File: src/bezier_step_trajectory_assert.svh
// Assertion macros for the foot trajectory generator.
// Every module that uses them has ports clk_i and rst_ni.
`ifndef BEZIER_STEP_TRAJECTORY_ASSERT_SVH
`define BEZIER_STEP_TRAJECTORY_ASSERT_SVH

// Consequent must hold in the same cycle as the antecedent.
`define BST_ASSERT_NOW(lbl, ante, cons, msg) \
  lbl: assert property (@(posedge clk_i) disable iff (!rst_ni) (ante) |-> (cons)) \
    else $error(msg);

// Consequent must hold in the cycle after the antecedent.
`define BST_ASSERT_NEXT(lbl, ante, cons, msg) \
  lbl: assert property (@(posedge clk_i) disable iff (!rst_ni) (ante) |=> (cons)) \
    else $error(msg);

`endif

File: src/bst_pkg.sv
// Shared types and constants of the foot trajectory generator:
// microcode word layout, step program, movement and register codes.
// No dependencies.
package bst_pkg;

  // Movement codes
  localparam logic [2:0] MV_NONE  = 3'd0;
  localparam logic [2:0] MV_FWD   = 3'd1;
  localparam logic [2:0] MV_BACK  = 3'd2;
  localparam logic [2:0] MV_RIGHT = 3'd3;
  localparam logic [2:0] MV_LEFT  = 3'd4;

  // Configuration register indexes
  localparam logic [2:0] REG_HOME_X  = 3'd0;
  localparam logic [2:0] REG_HOME_Y  = 3'd1;
  localparam logic [2:0] REG_HOME_Z  = 3'd2;
  localparam logic [2:0] REG_LIFT    = 3'd3;
  localparam logic [2:0] REG_FWD     = 3'd4;
  localparam logic [2:0] REG_SIDE    = 3'd5;
  localparam logic [2:0] REG_INC     = 3'd6;

  // Register reset values
  localparam logic signed [18:0] HOME_X_RST = -19'sd42000;
  localparam logic signed [18:0] HOME_Y_RST = -19'sd111567;
  localparam logic signed [18:0] HOME_Z_RST = 19'sd0;
  localparam logic [16:0]        LIFT_RST   = 17'd50000;
  localparam logic [16:0]        FWD_RST    = 17'd100000;
  localparam logic [16:0]        SIDE_RST   = 17'd50000;
  localparam logic [15:0]        INC_RST    = 16'd3641;

  // Last axis index (x, y, z)
  localparam logic [1:0] AXIS_LAST = 2'd2;

  // Multiplier operand selects
  typedef enum logic [2:0] {A_U, A_T, A_UU, A_TT, A_W} asel_e;
  typedef enum logic [1:0] {B_U, B_T, B_PT} bsel_e;
  // Write-back of the rounded product
  typedef enum logic [1:0] {WB_NONE, WB_UU, WB_TT, WB_W} wb_e;
  // Accumulator operation on the registered product
  typedef enum logic [1:0] {ACC_NONE, ACC_LOAD, ACC_ADD, ACC_ADD3} acc_e;
  // Sequencer flow
  typedef enum logic [1:0] {J_NEXT, J_AXIS, J_END} jmp_e;

  typedef struct packed {
    asel_e      a;
    bsel_e      b;
    wb_e        wb;
    acc_e       acc;
    logic [1:0] pt;    // control point / weight index
    logic       st;    // store rounded sum to the current axis
    jmp_e       jmp;
  } ucode_t;

  typedef struct packed {
    logic       run;
    ucode_t     uc;
    logic [1:0] axis;
  } ctrl_t;

  // Step addresses
  localparam logic [3:0] S_UU  = 4'd0;
  localparam logic [3:0] S_TT  = 4'd1;
  localparam logic [3:0] S_W0  = 4'd2;
  localparam logic [3:0] S_W1  = 4'd3;
  localparam logic [3:0] S_W2  = 4'd4;
  localparam logic [3:0] S_W3  = 4'd5;
  localparam logic [3:0] S_WL  = 4'd6;
  localparam logic [3:0] S_P0  = 4'd7;
  localparam logic [3:0] S_P1  = 4'd8;
  localparam logic [3:0] S_P2  = 4'd9;
  localparam logic [3:0] S_P3  = 4'd10;
  localparam logic [3:0] S_SUM = 4'd11;
  localparam logic [3:0] S_ST  = 4'd12;
  localparam logic [3:0] S_END = 4'd13;

  localparam ucode_t UC_NOP = '{a: A_U, b: B_U, wb: WB_NONE, acc: ACC_NONE,
                                pt: 2'd0, st: 1'b0, jmp: J_NEXT};

  // Control store. Products are held in the product register for the next step,
  // so each write-back or accumulate consumes the previous step's product.
  function automatic ucode_t bst_ucode(input logic [3:0] s);
    ucode_t w;
    w = UC_NOP;
    unique case (s)
      S_UU:  begin w.a = A_U;  w.b = B_U; end
      S_TT:  begin w.a = A_T;  w.b = B_T; w.wb = WB_UU; end
      S_W0:  begin w.a = A_UU; w.b = B_U; w.wb = WB_TT; end
      S_W1:  begin w.a = A_UU; w.b = B_T; w.wb = WB_W; w.pt = 2'd0; end
      S_W2:  begin w.a = A_TT; w.b = B_U; w.wb = WB_W; w.pt = 2'd1; end
      S_W3:  begin w.a = A_TT; w.b = B_T; w.wb = WB_W; w.pt = 2'd2; end
      S_WL:  begin w.wb = WB_W; w.pt = 2'd3; end
      S_P0:  begin w.a = A_W; w.b = B_PT; w.pt = 2'd0; end
      S_P1:  begin w.a = A_W; w.b = B_PT; w.pt = 2'd1; w.acc = ACC_LOAD; end
      S_P2:  begin w.a = A_W; w.b = B_PT; w.pt = 2'd2; w.acc = ACC_ADD3; end
      S_P3:  begin w.a = A_W; w.b = B_PT; w.pt = 2'd3; w.acc = ACC_ADD3; end
      S_SUM: begin w.acc = ACC_ADD; end
      S_ST:  begin w.st = 1'b1; w.jmp = J_AXIS; end
      S_END: begin w.jmp = J_END; end
      default: begin w.jmp = J_END; end
    endcase
    return w;
  endfunction

endpackage

File: src/bst_seq.sv
// Microcode sequencer: step counter, axis loop counter and control store.
// Depends on bst_pkg and bezier_step_trajectory_assert.svh.
`include "bezier_step_trajectory_assert.svh"

module bst_seq (
  input  logic           clk_i,
  input  logic           rst_ni,
  input  logic           start_i,     // begin a tick program
  input  logic           out_free_i,  // output register can take a result
  output bst_pkg::ctrl_t ctrl_o,
  output logic           busy_o,
  output logic           fin_o        // result ready to register this cycle
);

  logic                busy_q, busy_d;
  logic [3:0]          step_q, step_d;
  logic [1:0]          axis_q, axis_d;
  bst_pkg::ucode_t     uc;

  // Fetch
  always_comb begin
    uc = bst_pkg::bst_ucode(step_q);
  end

  assign fin_o  = busy_q && (uc.jmp == bst_pkg::J_END) && out_free_i;
  assign busy_o = busy_q;

  always_comb begin
    ctrl_o.run  = busy_q;
    ctrl_o.uc   = uc;
    ctrl_o.axis = axis_q;
  end

  // Next step
  always_comb begin
    busy_d = busy_q;
    step_d = step_q;
    axis_d = axis_q;
    if (start_i) begin
      busy_d = 1'b1;
      step_d = bst_pkg::S_UU;
      axis_d = 2'd0;
    end else if (busy_q) begin
      unique case (uc.jmp)
        bst_pkg::J_NEXT: step_d = step_q + 4'd1;
        bst_pkg::J_AXIS: begin
          if (axis_q == bst_pkg::AXIS_LAST) begin
            step_d = step_q + 4'd1;
          end else begin
            axis_d = axis_q + 2'd1;
            step_d = bst_pkg::S_P0;
          end
        end
        bst_pkg::J_END: begin
          if (out_free_i) begin
            busy_d = 1'b0;
          end
        end
        default: busy_d = 1'b0;
      endcase
    end
  end

  always_ff @(posedge clk_i or negedge rst_ni) begin
    if (!rst_ni) begin
      busy_q <= 1'b0;
      step_q <= bst_pkg::S_UU;
      axis_q <= 2'd0;
    end else begin
      busy_q <= busy_d;
      step_q <= step_d;
      axis_q <= axis_d;
    end
  end

  // Checks
  `BST_ASSERT_NOW(a_no_start_busy, start_i, !busy_q, "tick started while program running")
  `BST_ASSERT_NEXT(a_axis_exit, busy_q && step_q == bst_pkg::S_ST && axis_q == bst_pkg::AXIS_LAST && !start_i, step_q == bst_pkg::S_END, "axis loop did not exit after z")
  `BST_ASSERT_NEXT(a_stay_busy, busy_q && step_q != bst_pkg::S_END, busy_q, "program ended before its last step")
  `BST_ASSERT_NOW(a_step_range, busy_q, step_q <= bst_pkg::S_END, "step counter outside program")

endmodule

File: src/bst_datapath.sv
// Datapath under microcode control: one shared multiplier with product
// register, weight registers, accumulator and per-axis result registers.
// Depends on bst_pkg.
module bst_datapath #(
  parameter int POS_BITS  = 19,
  parameter int FRAC_BITS = 16
) (
  input  logic                                clk_i,
  input  bst_pkg::ctrl_t                      ctrl_i,
  input  logic                                start_i,  // load phase t
  input  logic [FRAC_BITS:0]                  t_i,
  input  logic signed [POS_BITS-1:0]          pt_val_i, // selected control point
  output logic [2:0][POS_BITS-1:0]            pos_o
);

  localparam int BW = (POS_BITS > FRAC_BITS + 2) ? POS_BITS : FRAC_BITS + 2;
  localparam int PW = FRAC_BITS + 2 + BW;
  localparam int AW = PW + 3;
  localparam logic [FRAC_BITS:0]       ONE_Q  = {1'b1, {FRAC_BITS{1'b0}}};
  localparam logic [2*FRAC_BITS+1:0]   HALF_R = (2*FRAC_BITS+2)'(64'd1 << (FRAC_BITS-1));
  localparam logic signed [AW-1:0]     HALF_A = AW'(64'sd1 <<< (FRAC_BITS-1));
  localparam longint                   PMAX_L = (64'sd1 <<< (POS_BITS-1)) - 64'sd1;
  localparam logic signed [AW-1:0]     PMAX_A = AW'(PMAX_L);
  localparam logic signed [AW-1:0]     PMIN_A = AW'(-PMAX_L - 64'sd1);

  logic [FRAC_BITS:0]          t_q, u_q, uu_q, tt_q;
  logic [3:0][FRAC_BITS:0]     w_q;
  logic signed [PW-1:0]        prod_q, prod_d;
  logic signed [AW-1:0]        acc_q, acc_d;
  logic [2:0][POS_BITS-1:0]    pos_q;

  logic [FRAC_BITS:0]          a_op;
  logic signed [BW-1:0]        b_op;
  logic [2*FRAC_BITS+1:0]      rsum;
  logic [FRAC_BITS:0]          rnd_val;
  logic signed [AW-1:0]        prod_ext, sh;
  logic [POS_BITS-1:0]         sat_val;

  // Operand select
  always_comb begin
    case (ctrl_i.uc.a)
      bst_pkg::A_U:  a_op = u_q;
      bst_pkg::A_T:  a_op = t_q;
      bst_pkg::A_UU: a_op = uu_q;
      bst_pkg::A_TT: a_op = tt_q;
      bst_pkg::A_W:  a_op = w_q[ctrl_i.uc.pt];
      default:       a_op = '0;
    endcase
    case (ctrl_i.uc.b)
      bst_pkg::B_U:  b_op = signed'(BW'(u_q));
      bst_pkg::B_T:  b_op = signed'(BW'(t_q));
      bst_pkg::B_PT: b_op = BW'(pt_val_i);
      default:       b_op = '0;
    endcase
  end

  // Shared multiplier
  assign prod_d = signed'({1'b0, a_op}) * b_op;

  // Rounded Q1.F product for the weight chain (non-negative there)
  assign rsum    = prod_q[2*FRAC_BITS+1:0] + HALF_R;
  assign rnd_val = rsum[2*FRAC_BITS:FRAC_BITS];

  // Accumulator
  assign prod_ext = AW'(prod_q);
  always_comb begin
    case (ctrl_i.uc.acc)
      bst_pkg::ACC_LOAD: acc_d = prod_ext;
      bst_pkg::ACC_ADD:  acc_d = acc_q + prod_ext;
      bst_pkg::ACC_ADD3: acc_d = acc_q + (prod_ext <<< 1) + prod_ext;
      default:           acc_d = acc_q;
    endcase
  end

  // Round to micrometres (floor of sum plus half) and saturate
  assign sh = (acc_q + HALF_A) >>> FRAC_BITS;
  always_comb begin
    if (sh > PMAX_A) begin
      sat_val = POS_BITS'(PMAX_A);
    end else if (sh < PMIN_A) begin
      sat_val = POS_BITS'(PMIN_A);
    end else begin
      sat_val = sh[POS_BITS-1:0];
    end
  end

  always_ff @(posedge clk_i) begin
    if (start_i) begin
      t_q <= t_i;
      u_q <= ONE_Q - t_i;
    end
    if (ctrl_i.run) begin
      prod_q <= prod_d;
      acc_q  <= acc_d;
      case (ctrl_i.uc.wb)
        bst_pkg::WB_UU: uu_q <= rnd_val;
        bst_pkg::WB_TT: tt_q <= rnd_val;
        bst_pkg::WB_W:  w_q[ctrl_i.uc.pt] <= rnd_val;
        default: ;
      endcase
      if (ctrl_i.uc.st) begin
        pos_q[ctrl_i.axis] <= sat_val;
      end
    end
  end

  assign pos_o = pos_q;

endmodule

File: src/bezier_step_trajectory.sv
// Foot trajectory generator, top level: stream ports, configuration registers,
// progress counter, control points; instantiates bst_seq and bst_datapath.
// Depends on bst_pkg.
//
// Item on the input: tuser is func (0 tick, 1 command), tdata[2:0] the movement.
// A command loads the control points in the cycle it is accepted and gives no
// result. A tick advances progress and runs a 26-step microcode program on one
// shared multiplier (six products for the Bezier weights, then four products
// per axis), and no further item is taken until that program has ended. The
// result of the tick that ends the path carries tlast. The output register lets
// the next item enter while a result still waits; a program only stalls at its
// last step if the previous result has not been taken.
module bezier_step_trajectory #(
  parameter int POS_BITS  = 19,
  parameter int FRAC_BITS = 16
) (
  input  logic         clk_i,
  input  logic         rst_ni,
  // input items
  input  logic         s_axis_tvalid_i,
  output logic         s_axis_tready_o,
  input  logic [7:0]   s_axis_tdata_i,   // [2:0] movement, zero above
  input  logic         s_axis_tuser_i,   // [0] func
  // result items
  output logic         m_axis_tvalid_o,
  input  logic         m_axis_tready_i,
  // pos_x, pos_y, pos_z, second_half, moving, active_movement,
  // zero padded to whole bytes
  output logic [((3*POS_BITS+5+7)/8)*8-1:0] m_axis_tdata_o,
  output logic         m_axis_tlast_o,   // path_done
  // configuration
  input  logic         cfg_we_i,
  input  logic [2:0]   cfg_idx_i,
  input  logic [18:0]  cfg_data_i
);

  localparam int PROG   = FRAC_BITS + 2;
  localparam int OW     = ((3*POS_BITS + 5 + 7) / 8) * 8;
  localparam int INC_UP = (FRAC_BITS >= 16) ? FRAC_BITS - 16 : 0;
  localparam int INC_DN = (FRAC_BITS >= 16) ? 0 : 16 - FRAC_BITS;
  localparam int IW     = 16 + INC_UP;
  localparam int CW     = ((POS_BITS > 21) ? POS_BITS : 21) + 1;
  localparam logic [PROG-1:0] HALF_TH =
    PROG'(((64'd11 << FRAC_BITS) + 64'd5) / 64'd10);
  localparam logic [PROG-1:0] END_TH  =
    PROG'(2 * (((64'd11 << FRAC_BITS) + 64'd5) / 64'd10));
  localparam logic [PROG-1:0] ONE_P   = PROG'(64'd1 << FRAC_BITS);
  localparam longint               PMAX_L = (64'sd1 <<< (POS_BITS-1)) - 64'sd1;
  localparam logic signed [CW-1:0] PMAX_C = CW'(PMAX_L);
  localparam logic signed [CW-1:0] PMIN_C = CW'(-PMAX_L - 64'sd1);

  // Saturate a loaded point to the position range
  function automatic logic [POS_BITS-1:0] sat_pt(input logic signed [20:0] v);
    logic signed [CW-1:0] ve;
    ve = CW'(v);
    if (ve > PMAX_C) begin
      return POS_BITS'(PMAX_C);
    end else if (ve < PMIN_C) begin
      return POS_BITS'(PMIN_C);
    end
    return ve[POS_BITS-1:0];
  endfunction

  // Configuration registers
  logic signed [18:0] home_x_q, home_y_q, home_z_q;
  logic [16:0]        lift_q, fwd_q, side_q;
  logic [15:0]        inc_q;

  always_ff @(posedge clk_i or negedge rst_ni) begin
    if (!rst_ni) begin
      home_x_q <= bst_pkg::HOME_X_RST;
      home_y_q <= bst_pkg::HOME_Y_RST;
      home_z_q <= bst_pkg::HOME_Z_RST;
      lift_q   <= bst_pkg::LIFT_RST;
      fwd_q    <= bst_pkg::FWD_RST;
      side_q   <= bst_pkg::SIDE_RST;
      inc_q    <= bst_pkg::INC_RST;
    end else if (cfg_we_i) begin
      case (cfg_idx_i)
        bst_pkg::REG_HOME_X: home_x_q <= cfg_data_i;
        bst_pkg::REG_HOME_Y: home_y_q <= cfg_data_i;
        bst_pkg::REG_HOME_Z: home_z_q <= cfg_data_i;
        bst_pkg::REG_LIFT:   lift_q   <= cfg_data_i[16:0];
        bst_pkg::REG_FWD:    fwd_q    <= cfg_data_i[16:0];
        bst_pkg::REG_SIDE:   side_q   <= cfg_data_i[16:0];
        bst_pkg::REG_INC:    inc_q    <= cfg_data_i[15:0];
        default: ;
      endcase
    end
  end

  // Handshake
  logic           busy, fin, out_free;
  logic           acc_in, tick, cmd;
  logic [2:0]     mv_in;
  bst_pkg::ctrl_t ctrl;

  assign s_axis_tready_o = !busy;
  assign acc_in   = s_axis_tvalid_i && s_axis_tready_o;
  assign tick     = acc_in && !s_axis_tuser_i;
  assign cmd      = acc_in && s_axis_tuser_i;
  assign mv_in    = s_axis_tdata_i[2:0];
  assign out_free = !m_axis_tvalid_o || m_axis_tready_i;

  // Progress and phase
  logic [PROG-1:0]    progress_q, prog_n, t_full;
  logic [IW-1:0]      inc_ext;
  logic [FRAC_BITS:0] t_val;

  assign inc_ext = IW'(inc_q) << INC_UP;
  assign prog_n  = progress_q + PROG'(inc_ext >> INC_DN);
  assign t_full  = (prog_n <= HALF_TH) ? prog_n : prog_n - HALF_TH;
  assign t_val   = (t_full > ONE_P) ? ONE_P[FRAC_BITS:0] : t_full[FRAC_BITS:0];

  // Movement state and per-tick flags
  logic        active_q, half_q, moving_q, done_q;
  logic [2:0]  cur_mv_q, mv_out_q;
  logic [3:0][2:0][POS_BITS-1:0] pts_q;

  logic signed [20:0] hx, hy, hz;
  logic [POS_BITS-1:0] px, py, pz, py_lift, pz_fwd, pz_back, px_side;
  logic                mv_ok;

  assign hx = 21'(home_x_q);
  assign hy = 21'(home_y_q);
  assign hz = 21'(home_z_q);
  assign px      = sat_pt(hx);
  assign py      = sat_pt(hy);
  assign pz      = sat_pt(hz);
  assign py_lift = sat_pt(hy + signed'(21'(lift_q)));
  assign pz_fwd  = sat_pt(hz - signed'(21'(fwd_q)));
  assign pz_back = sat_pt(hz + signed'(21'(fwd_q)));
  assign px_side = sat_pt(hx - signed'(21'(side_q)));
  assign mv_ok   = (mv_in == bst_pkg::MV_FWD) || (mv_in == bst_pkg::MV_BACK) ||
                   (mv_in == bst_pkg::MV_RIGHT) || (mv_in == bst_pkg::MV_LEFT);

  always_ff @(posedge clk_i or negedge rst_ni) begin
    if (!rst_ni) begin
      progress_q <= '0;
      active_q   <= 1'b0;
      cur_mv_q   <= bst_pkg::MV_NONE;
      pts_q      <= '0;
      half_q     <= 1'b0;
      moving_q   <= 1'b0;
      done_q     <= 1'b0;
      mv_out_q   <= bst_pkg::MV_NONE;
    end else if (cmd) begin
      // Command: load points
      progress_q <= '0;
      if (mv_ok) begin
        active_q <= 1'b1;
        cur_mv_q <= mv_in;
        for (int p = 0; p < 4; p++) begin
          pts_q[p][0] <= px;
          pts_q[p][1] <= py;
          pts_q[p][2] <= pz;
        end
        pts_q[1][1] <= py_lift;
        pts_q[2][1] <= py_lift;
        case (mv_in) inside
          bst_pkg::MV_FWD: begin
            pts_q[2][2] <= pz_fwd;
            pts_q[3][2] <= pz_fwd;
          end
          bst_pkg::MV_BACK: begin
            pts_q[2][2] <= pz_back;
            pts_q[3][2] <= pz_back;
          end
          bst_pkg::MV_RIGHT, bst_pkg::MV_LEFT: begin
            pts_q[2][0] <= px_side;
            pts_q[3][0] <= px_side;
          end
          default: ;
        endcase
      end else begin
        active_q <= 1'b0;
        cur_mv_q <= bst_pkg::MV_NONE;
        pts_q    <= '0;
      end
    end else if (tick) begin
      // Tick: advance progress, capture flags for the result
      progress_q <= (prog_n >= END_TH) ? '0 : prog_n;
      half_q     <= prog_n > HALF_TH;
      moving_q   <= active_q;
      done_q     <= prog_n >= END_TH;
      mv_out_q   <= cur_mv_q;
    end else if (fin && done_q) begin
      // End of path: back to idle once this result is in the output register
      active_q <= 1'b0;
      cur_mv_q <= bst_pkg::MV_NONE;
      pts_q    <= '0;
    end
  end

  // Sequencer and datapath
  logic [2:0][POS_BITS-1:0] pos;
  logic signed [POS_BITS-1:0] pt_val;

  assign pt_val = pts_q[ctrl.uc.pt][ctrl.axis];

  bst_seq u_seq (
    .clk_i      (clk_i),
    .rst_ni     (rst_ni),
    .start_i    (tick),
    .out_free_i (out_free),
    .ctrl_o     (ctrl),
    .busy_o     (busy),
    .fin_o      (fin)
  );

  bst_datapath #(
    .POS_BITS  (POS_BITS),
    .FRAC_BITS (FRAC_BITS)
  ) u_dp (
    .clk_i    (clk_i),
    .ctrl_i   (ctrl),
    .start_i  (tick),
    .t_i      (t_val),
    .pt_val_i (pt_val),
    .pos_o    (pos)
  );

  // Output register
  logic          out_vld_q;
  logic [OW-1:0] out_data_q;
  logic          out_last_q;

  always_ff @(posedge clk_i or negedge rst_ni) begin
    if (!rst_ni) begin
      out_vld_q <= 1'b0;
    end else if (fin) begin
      out_vld_q <= 1'b1;
    end else if (m_axis_tready_i) begin
      out_vld_q <= 1'b0;
    end
  end

  always_ff @(posedge clk_i) begin
    if (fin) begin
      out_data_q <= OW'({mv_out_q, moving_q, half_q, pos[2], pos[1], pos[0]});
      out_last_q <= done_q;
    end
  end

  assign m_axis_tvalid_o = out_vld_q;
  assign m_axis_tdata_o  = out_data_q;
  assign m_axis_tlast_o  = out_last_q;

endmodule

File: config.mk
export PLATFORM = sky130hd
export DESIGN_NAME = bezier_step_trajectory
export DESIGN_NICKNAME = d
export VERILOG_FILES = /design/src/bst_pkg.sv /design/src/bst_seq.sv /design/src/bst_datapath.sv /design/src/bezier_step_trajectory.sv
export VERILOG_INCLUDE_DIRS = /design/src /design/src/src
export SDC_FILE = /design/constraint.sdc
export NUM_CORES = 2
export LEC_CHECK = 0
export BUFFER_PORTS_ARGS = -buffer_cell sky130_fd_sc_hd__buf_2
export CORE_UTILIZATION = 52
export CTS_BUF_LIST = sky130_fd_sc_hd__clkbuf_8
export DETAILED_ROUTE_END_ITERATION = 16
export GPL_ROUTABILITY_DRIVEN = 1
export GPL_TIMING_DRIVEN = 0
export HOLD_SLACK_MARGIN = 0.1
export PLACE_DENSITY = 0.68
export SETUP_SLACK_MARGIN = 0.3
export SYNTH_ARGS = -nofsm -noshare
export SYNTH_HDL_FRONTEND = slang
export SYNTH_SLANG_ARGS = --single-unit
File: constraint.sdc
create_clock -name clk_i -period 15.5 [get_ports clk_i]
set_input_delay 0.775 -clock clk_i [delete_from_list [all_inputs] [get_ports clk_i]]
set_output_delay 0.775 -clock clk_i [all_outputs]
set_load 0.03 [all_outputs]
# After elaboration in Yosys (flattened, before gate mapping)
# Cells that the tools add are included.
[op_classes]
n_addsub = 14
mul = 1
n_lt_le_gt_ge = 24
n_eq_ne = 39
muxes = 94
n_bitwise = 1
reduce_logical = 52
[op_table]
columns = ["op", "count"]
rows = [
  ["228-bit two-way mux", 4],
  ["19-bit two-way mux", 30],
  ["40-bit one-hot mux with 3 select lines", 1],
  ["57-bit binary-select mux with 2-bit select", 1],
  ["17-bit one-hot mux with 5 select lines", 1],
  ["40-bit by 37-bit adder with 40-bit output", 2],
  ["20-bit by 19-bit greater-than comparator with 1-bit output (second input constant)", 4],
  ["20-bit by 19-bit < comparator with 1-bit output (second input constant)", 4],
  ["18-bit two-way mux", 4],
  ["68-bit bitwise mux", 1],
  ["57-bit bitwise mux", 1],
  ["19-bit greater-than comparator (second input constant)", 3],
  ["19-bit < comparator (second input constant)", 3],
  ["57-bit two-way mux", 1],
  ["19-bit one-hot mux with 3 select lines", 1],
  ["17-bit two-way mux", 3],
  ["19-bit by 18-bit adder with 20-bit output", 2],
  ["40-bit by 17-bit adder with 40-bit output (second input constant)", 1],
  ["40-bit by 38-bit adder with 40-bit output", 1],
  ["19-bit by 18-bit subtractor with 20-bit output", 2],
  ["19-bit binary-select mux with 2-bit select", 1],
  ["19-bit demux with 2-bit select", 1],
  ["18-bit by 19-bit multiplier with 37-bit output", 1],
  ["18-bit by 17-bit greater-than comparator with 1-bit output (second input constant)", 2],
  ["other kinds (48)", 150],
]
[word_totals]
reg_bits = 721
in_bits = 36
out_inout_bits = 67
elab_cells = 270

# Depth between registers and ports, before layout
[depth]
word_depth = 10
mapped_depth = 36
mapped_depth_nobuf = 34

# Cells and area by module
# A second synthesis with hierarchy kept.
[hier_totals]
cells_unflattened = 4502
hier_area_um2 = 47007.6
[by_module_without_submodules]
columns = ["module", "instances", "cells_per_inst", "area_each_um2", "seq_area_each_um2"]
rows = [
  ["bst_datapath", 1, 2685, 27925.5, 8077.7],
  ["bezier_step_trajectory", 1, 1737, 18474.0, 8629.5],
  ["bst_seq", 1, 80, 608.1, 175.2],
]

# Least setup slack after synthesis
# OpenSTA, ideal clock, no wires.
[synth_path]
path_type = "register to register"
startpoint = "reg u_seq.step_q[0]"
endpoint = "reg u_dp.prod_q[36] (data pin)"
setup_time_ns = 0.260
arrival_time_ns = 8.903
required_ns = 15.240
path_slack_ns = 6.337
path_stages_with_launch = 35
n_path_buf = 2
period_less_slack_ns = 9.163
path_cell_list = "dfrtp_1 > inv_1 > ha_1 > nor2_1 > nor2_1 > xnor2_1 > clkbuf_1 > mux2i_1 > o21ai_0 > a41o_1 > clkbuf_1 > nand2_1 > fa_1 > inv_1 > fa_1 > inv_1 > fa_1 > inv_1 > fa_1 > fa_1 > inv_1 > fa_1 > inv_1 > ha_1 > a21o_1 > a21o_1 > a21oi_1 > nor2b_1 > o21ai_0 > a2111oi_0 > o311ai_0 > nand3_1 > o21ai_0 > a21oi_1 > xnor2_1"
[synth_between]
elab_chain_cells = 9
word_cells_on_any_way = 33
classes_between = "mul: 1; eq/ne: 16; mux: 10; reduce/logical: 6"
[synth_rtl]
columns = ["item", "line_no", "source"]
rows = [
  ["start, declared", "bst_seq.sv:16", "logic [3:0] step_q, step_d;"],
  ["start signal, assigned", "bst_seq.sv:67", "step_q <= bst_pkg::S_UU;"],
  ["start signal, assigned", "bst_seq.sv:71", "step_q <= step_d;"],
  ["4-bit by 3-bit equality test with 1-bit output or 4-bit equality test (tied branches)", "bst_pkg.sv:84", "unique case (s)"],
  ["2-bit OR reduction (no line)", "--", ""],
  ["2-bit one-hot mux with 3 select lines", "bst_pkg.sv:84", ""],
  ["57-bit binary-select mux with 2-bit select", "bezier_step_trajectory.sv:199", "assign pt_val = pts_q[ctrl.uc.pt][ctrl.axis];"],
  ["57-bit two-way mux (implied by the code)", "bezier_step_trajectory.sv:199", ""],
  ["19-bit binary-select mux with 2-bit select", "bezier_step_trajectory.sv:199", ""],
  ["19-bit two-way mux (implied by the code)", "bezier_step_trajectory.sv:199", ""],
  ["19-bit one-hot mux with 3 select lines", "bst_datapath.sv:49", "case (ctrl_i.uc.b)"],
  ["18-bit by 19-bit multiplier with 37-bit output *", "bst_datapath.sv:58", "assign prod_d = signed'({1'b0, a_op}) * b_op;"],
  ["named net u_dp.prod_d[36]", "bst_datapath.sv:28", "logic signed [PW-1:0] prod_q, prod_d;"],
  ["end signal, assigned", "bst_datapath.sv:93", "prod_q <= prod_d;"],
  ["end, declared", "bst_datapath.sv:28", ""],
]
# Mark *: on every way through the listed nets, which the timed path passes. The rest lies on a longest branch. The select of a mux whose other input is x is not followed.
# A chain may end at the register's enable or synchronous reset.

# Worst setup path after layout
# Ends and elaborated chain as after synthesis.

==> flow_summary.ini <==
[floorplanning]
rows = 109
initial_core_util = 0.526
ioPinCount = 103
die_area_sq_um = 90800
core_area_sq_um = 88500
die_w_microns = 301
die_h_microns = 301

[worst_setup_path]
cp_max_fo = 10
timing.critical_path.buf_inv = 6
cp.depth = 34
r2r_end = u_dp.prod_q[36]$_DFFE_PP_
critical_path_class = reg -> reg
crit_path_max_incr_delay_ps = 990
regToRegStartpoint = u_seq.step_q[0]$_DFFE_PN0P_
cpLargestDelayFamily = adder cells
cp-start-kind = flop
reg2regPathDepth = 34
required_ps = 15970
r2r_slack_ps = 3540
worstPathArrival_ps = 12430
crit_top_cell = fa_1
cp_slowest_cell = a2111oi_0
crit_path_end_kind = flop

[routing]
wl_met1_mm = 55.3
met2_wirelength_mm = 63.9
drt_iter0_drc = 3229
wl_per_cell_microns = 22.1
vias_per_cell = 5.88
ant_nets = 0
drc = 10
num_vias = 35500
drt_pass1_iterations = 13
highest_layer = met5
wl_met3_mm = 8.50
drt-total-wl_mm = 133

[yosys]
synth_fa_ha_area_frac = 0.230
synthSimpleGateAreaFrac = 0.128
yosysMostFrequentCell = inv_1
synth_edf_count = 332
yosys_warnings = 0
synthTopCellsByCount = inv_1 (506), nand2_1 (493), fa_1 (369)
synth_top_family_by_area = adder cells
ys_ff_latch = 606
synth_compound_area_frac = 0.141
synth.area.top_cells = edfxtp_1 (21%), fa_1 (16%), dfrtp_1 (12%)
synth.largest_area_cell = edfxtp_1
syn_area_per_cell_sq_um = 10.2
synth-async-reset-ratio = 0.452
syn_area_sq_um = 46600
yosysSeqAreaShare = 0.362
synth_xor_xnor_area_share = 0.0391
synth_flop_cell = edfxtp_1
synth_cell_types = 101
muxShareOfSynthArea = 0.0451
synth_top_area_frac = 0.214
netlist_instances = 4567

[place]
dp_hpwl_mm = 104
dp_cells = 5846
port_buffers = 93
place_congestion = 0.994

[clock_tree]
ctsResizeCount = 0
cts_made_buffers = 102
cts.repair_timing.setup_buffer_count = 0
clkLatencyLatePin_ps = 760
hold_buffers = 1
clk_pin_slew_ps = 70
cts_max_path_buffers = 3
htreeDepth = 3
root_buffer = clkbuf_8
cts_sinks = 606
cts_tree = done

[timing]
period_share = 0.771
report.final.slew_viol_count = 0
worstMarginPinSlew_ps = 1460
fmax_mhz = 83.6
hold_violations = 0
setup_viol = 0
setup_tns_ps = 0
slew_headroom = 0.0245
rsz0062_at_grt = no
skew_ps = 31.2
post-route-min-period_ps = 11960

[finish]
drive_gt1_frac = 0.103
final_cells = 6036
multi_input_area_sq_um = 27200
nNetsFinal = 5456
filler_cell_count = 7677
area_growth_pct = 9.33
regArea_sq_um = 16900

[global_routing]
grt_pass1_vias = 35000
grt_pass1_wl_mm = 206
gr-total-overflow = 0
antenna_found_initial = 3
grt_usage = 0.297
grt_max_degree = 114

[min_path]
worstHoldStart = cfg_data_i[18]
holdPathEnd = home_x_q[18]$_DFFE_PN1P_
hold_class = in -> reg
min_delay_path_depth = 3

[outcome]
status = finished, violations left
violations = DRC

[job]
maxCapViolations = 0
## area by class of cell
type                    instances  share of cell area
plain buffers                 171              0.0132
multi-input cells            3284               0.534
diodes                          1           0.0000491
clock buffers                 110              0.0297
inverters                     507              0.0374
repair buffers                114              0.0154
flip-flops and latches        606               0.331
well taps                    1165              0.0286
clock inverters                78              0.0102
## how the worst max path moves through the flow
stage | startpoint | slack, ps | to
floorplan | u_seq.step_q[0]$_DFFE_PN0P_ | 6340 | u_dp.prod_q[36]$_DFFE_PP_
global placement | u_seq.step_q[0]$_DFFE_PN0P_ | 3000 | u_dp.prod_q[36]$_DFFE_PP_
detailed placement | u_seq.step_q[0]$_DFFE_PN0P_ | 3550 | u_dp.prod_q[36]$_DFFE_PP_
CTS | u_seq.step_q[0]$_DFFE_PN0P_ | 3480 | u_dp.prod_q[36]$_DFFE_PP_
global route | u_seq.step_q[0]$_DFFE_PN0P_ | 3180 | u_dp.prod_q[36]$_DFFE_PP_
finish | u_seq.step_q[0]$_DFFE_PN0P_ | 3540 | u_dp.prod_q[36]$_DFFE_PP_
## cell families (layout without fill, tap and decap cells)
group	after synthesis	after routing
buf+inv	678	980
simple gates	1287	1287
xor+xnor	207	207
mux	174	174
compound gates	980	980
other cells	1	3
fa+ha+maj	634	634
flops	606	606
## cells in the final DEF (no fill, tap or decap), drive strengths merged, types with 16 or more instances in the layout
| cell | Yosys | final |
|---|---|---|
| o21ai | 251 | 251 |
| nor4 | 16 | 16 |
| nor2 | 338 | 338 |
| clkinv | 1 | 29 |
| a211oi | 26 | 26 |
| or2 | 17 | 17 |
| mux4 | 17 | 17 |
| ha | 265 | 265 |
| nand4 | 20 | 20 |
| edfxtp | 332 | 332 |
| and3 | 35 | 35 |
| nand2b | 37 | 37 |
| or3 | 25 | 25 |
| xnor2 | 146 | 146 |
| mux2i | 42 | 42 |
| nand2 | 493 | 493 |
| nor2b | 84 | 84 |
| a21o | 74 | 74 |
| dfrtp | 229 | 229 |
| a22oi | 24 | 24 |
| nand3 | 86 | 86 |
| o21a | 35 | 35 |
| xor2 | 61 | 61 |
| nor3 | 62 | 62 |
| a21oi | 215 | 215 |
| fa | 369 | 369 |
| inv | 506 | 548 |
| a22o | 75 | 75 |
| o21bai | 25 | 25 |
| mux2 | 115 | 115 |
| clkbuf | 149 | 259 |
| dfstp | 45 | 45 |
| and2 | 24 | 24 |
| o211ai | 20 | 20 |
| a31oi | 42 | 42 |
| buf | 22 | 135 |
| a222oi | 19 | 19 |
## registers in the layout, indices dropped and copies added (netlist names), 4 cells and up
register        flops
pts_q             114
u_dp.w_q           68
m_axis_tdata_o     62
u_dp.pos_o         57
u_dp.acc_q         40
u_dp.prod_q        37
home_x_q           19
home_y_q           19
home_z_q           19
progress_q         18
fwd_q              17
lift_q             17
side_q             17
u_dp.tt_q          17
u_dp.u_q           17
u_dp.uu_q          17
inc_ext            16
u_dp.t_q           16
u_seq.step_q        4
## worst reg2reg max path, delay by kind of cell, from the launching register on
family                   cells  cell delay [ps]
flip-flops                   1              430
XOR/XNOR                     2              720
AO/OA/AOI/OAI               10             3270
AND/OR/NAND/NOR              7             1740
adder cells (fa/ha/maj)      8             3720
multiplexers                 1              350
buffers and inverters        6             1450
## metal layers
metal  global-route usage  vias to the layer above
met5                    0                        -
met4                0.117                        2
met1                0.392                    17600
met3               0.0422                      271
li1                     -                    16300
met2                0.495                     1314
## stage by stage
step / hold slack, ps / worst slack, ps / utilization / area (sq um)
floorplan: 400 / 6340 / - / 46600
global placement: 401 / 3000 / 0.548 / 48500
detailed placement: 405 / 3550 / 0.552 / 48900
CTS: 288 / 3480 / 0.575 / 50900
global route: 328 / 3180 / 0.576 / 50900
finish: 334 / 3540 / 0.576 / 50900
Power is not shown: default switching activity piles up to over one toggle a cycle in this logic, so the estimate is an artifact.
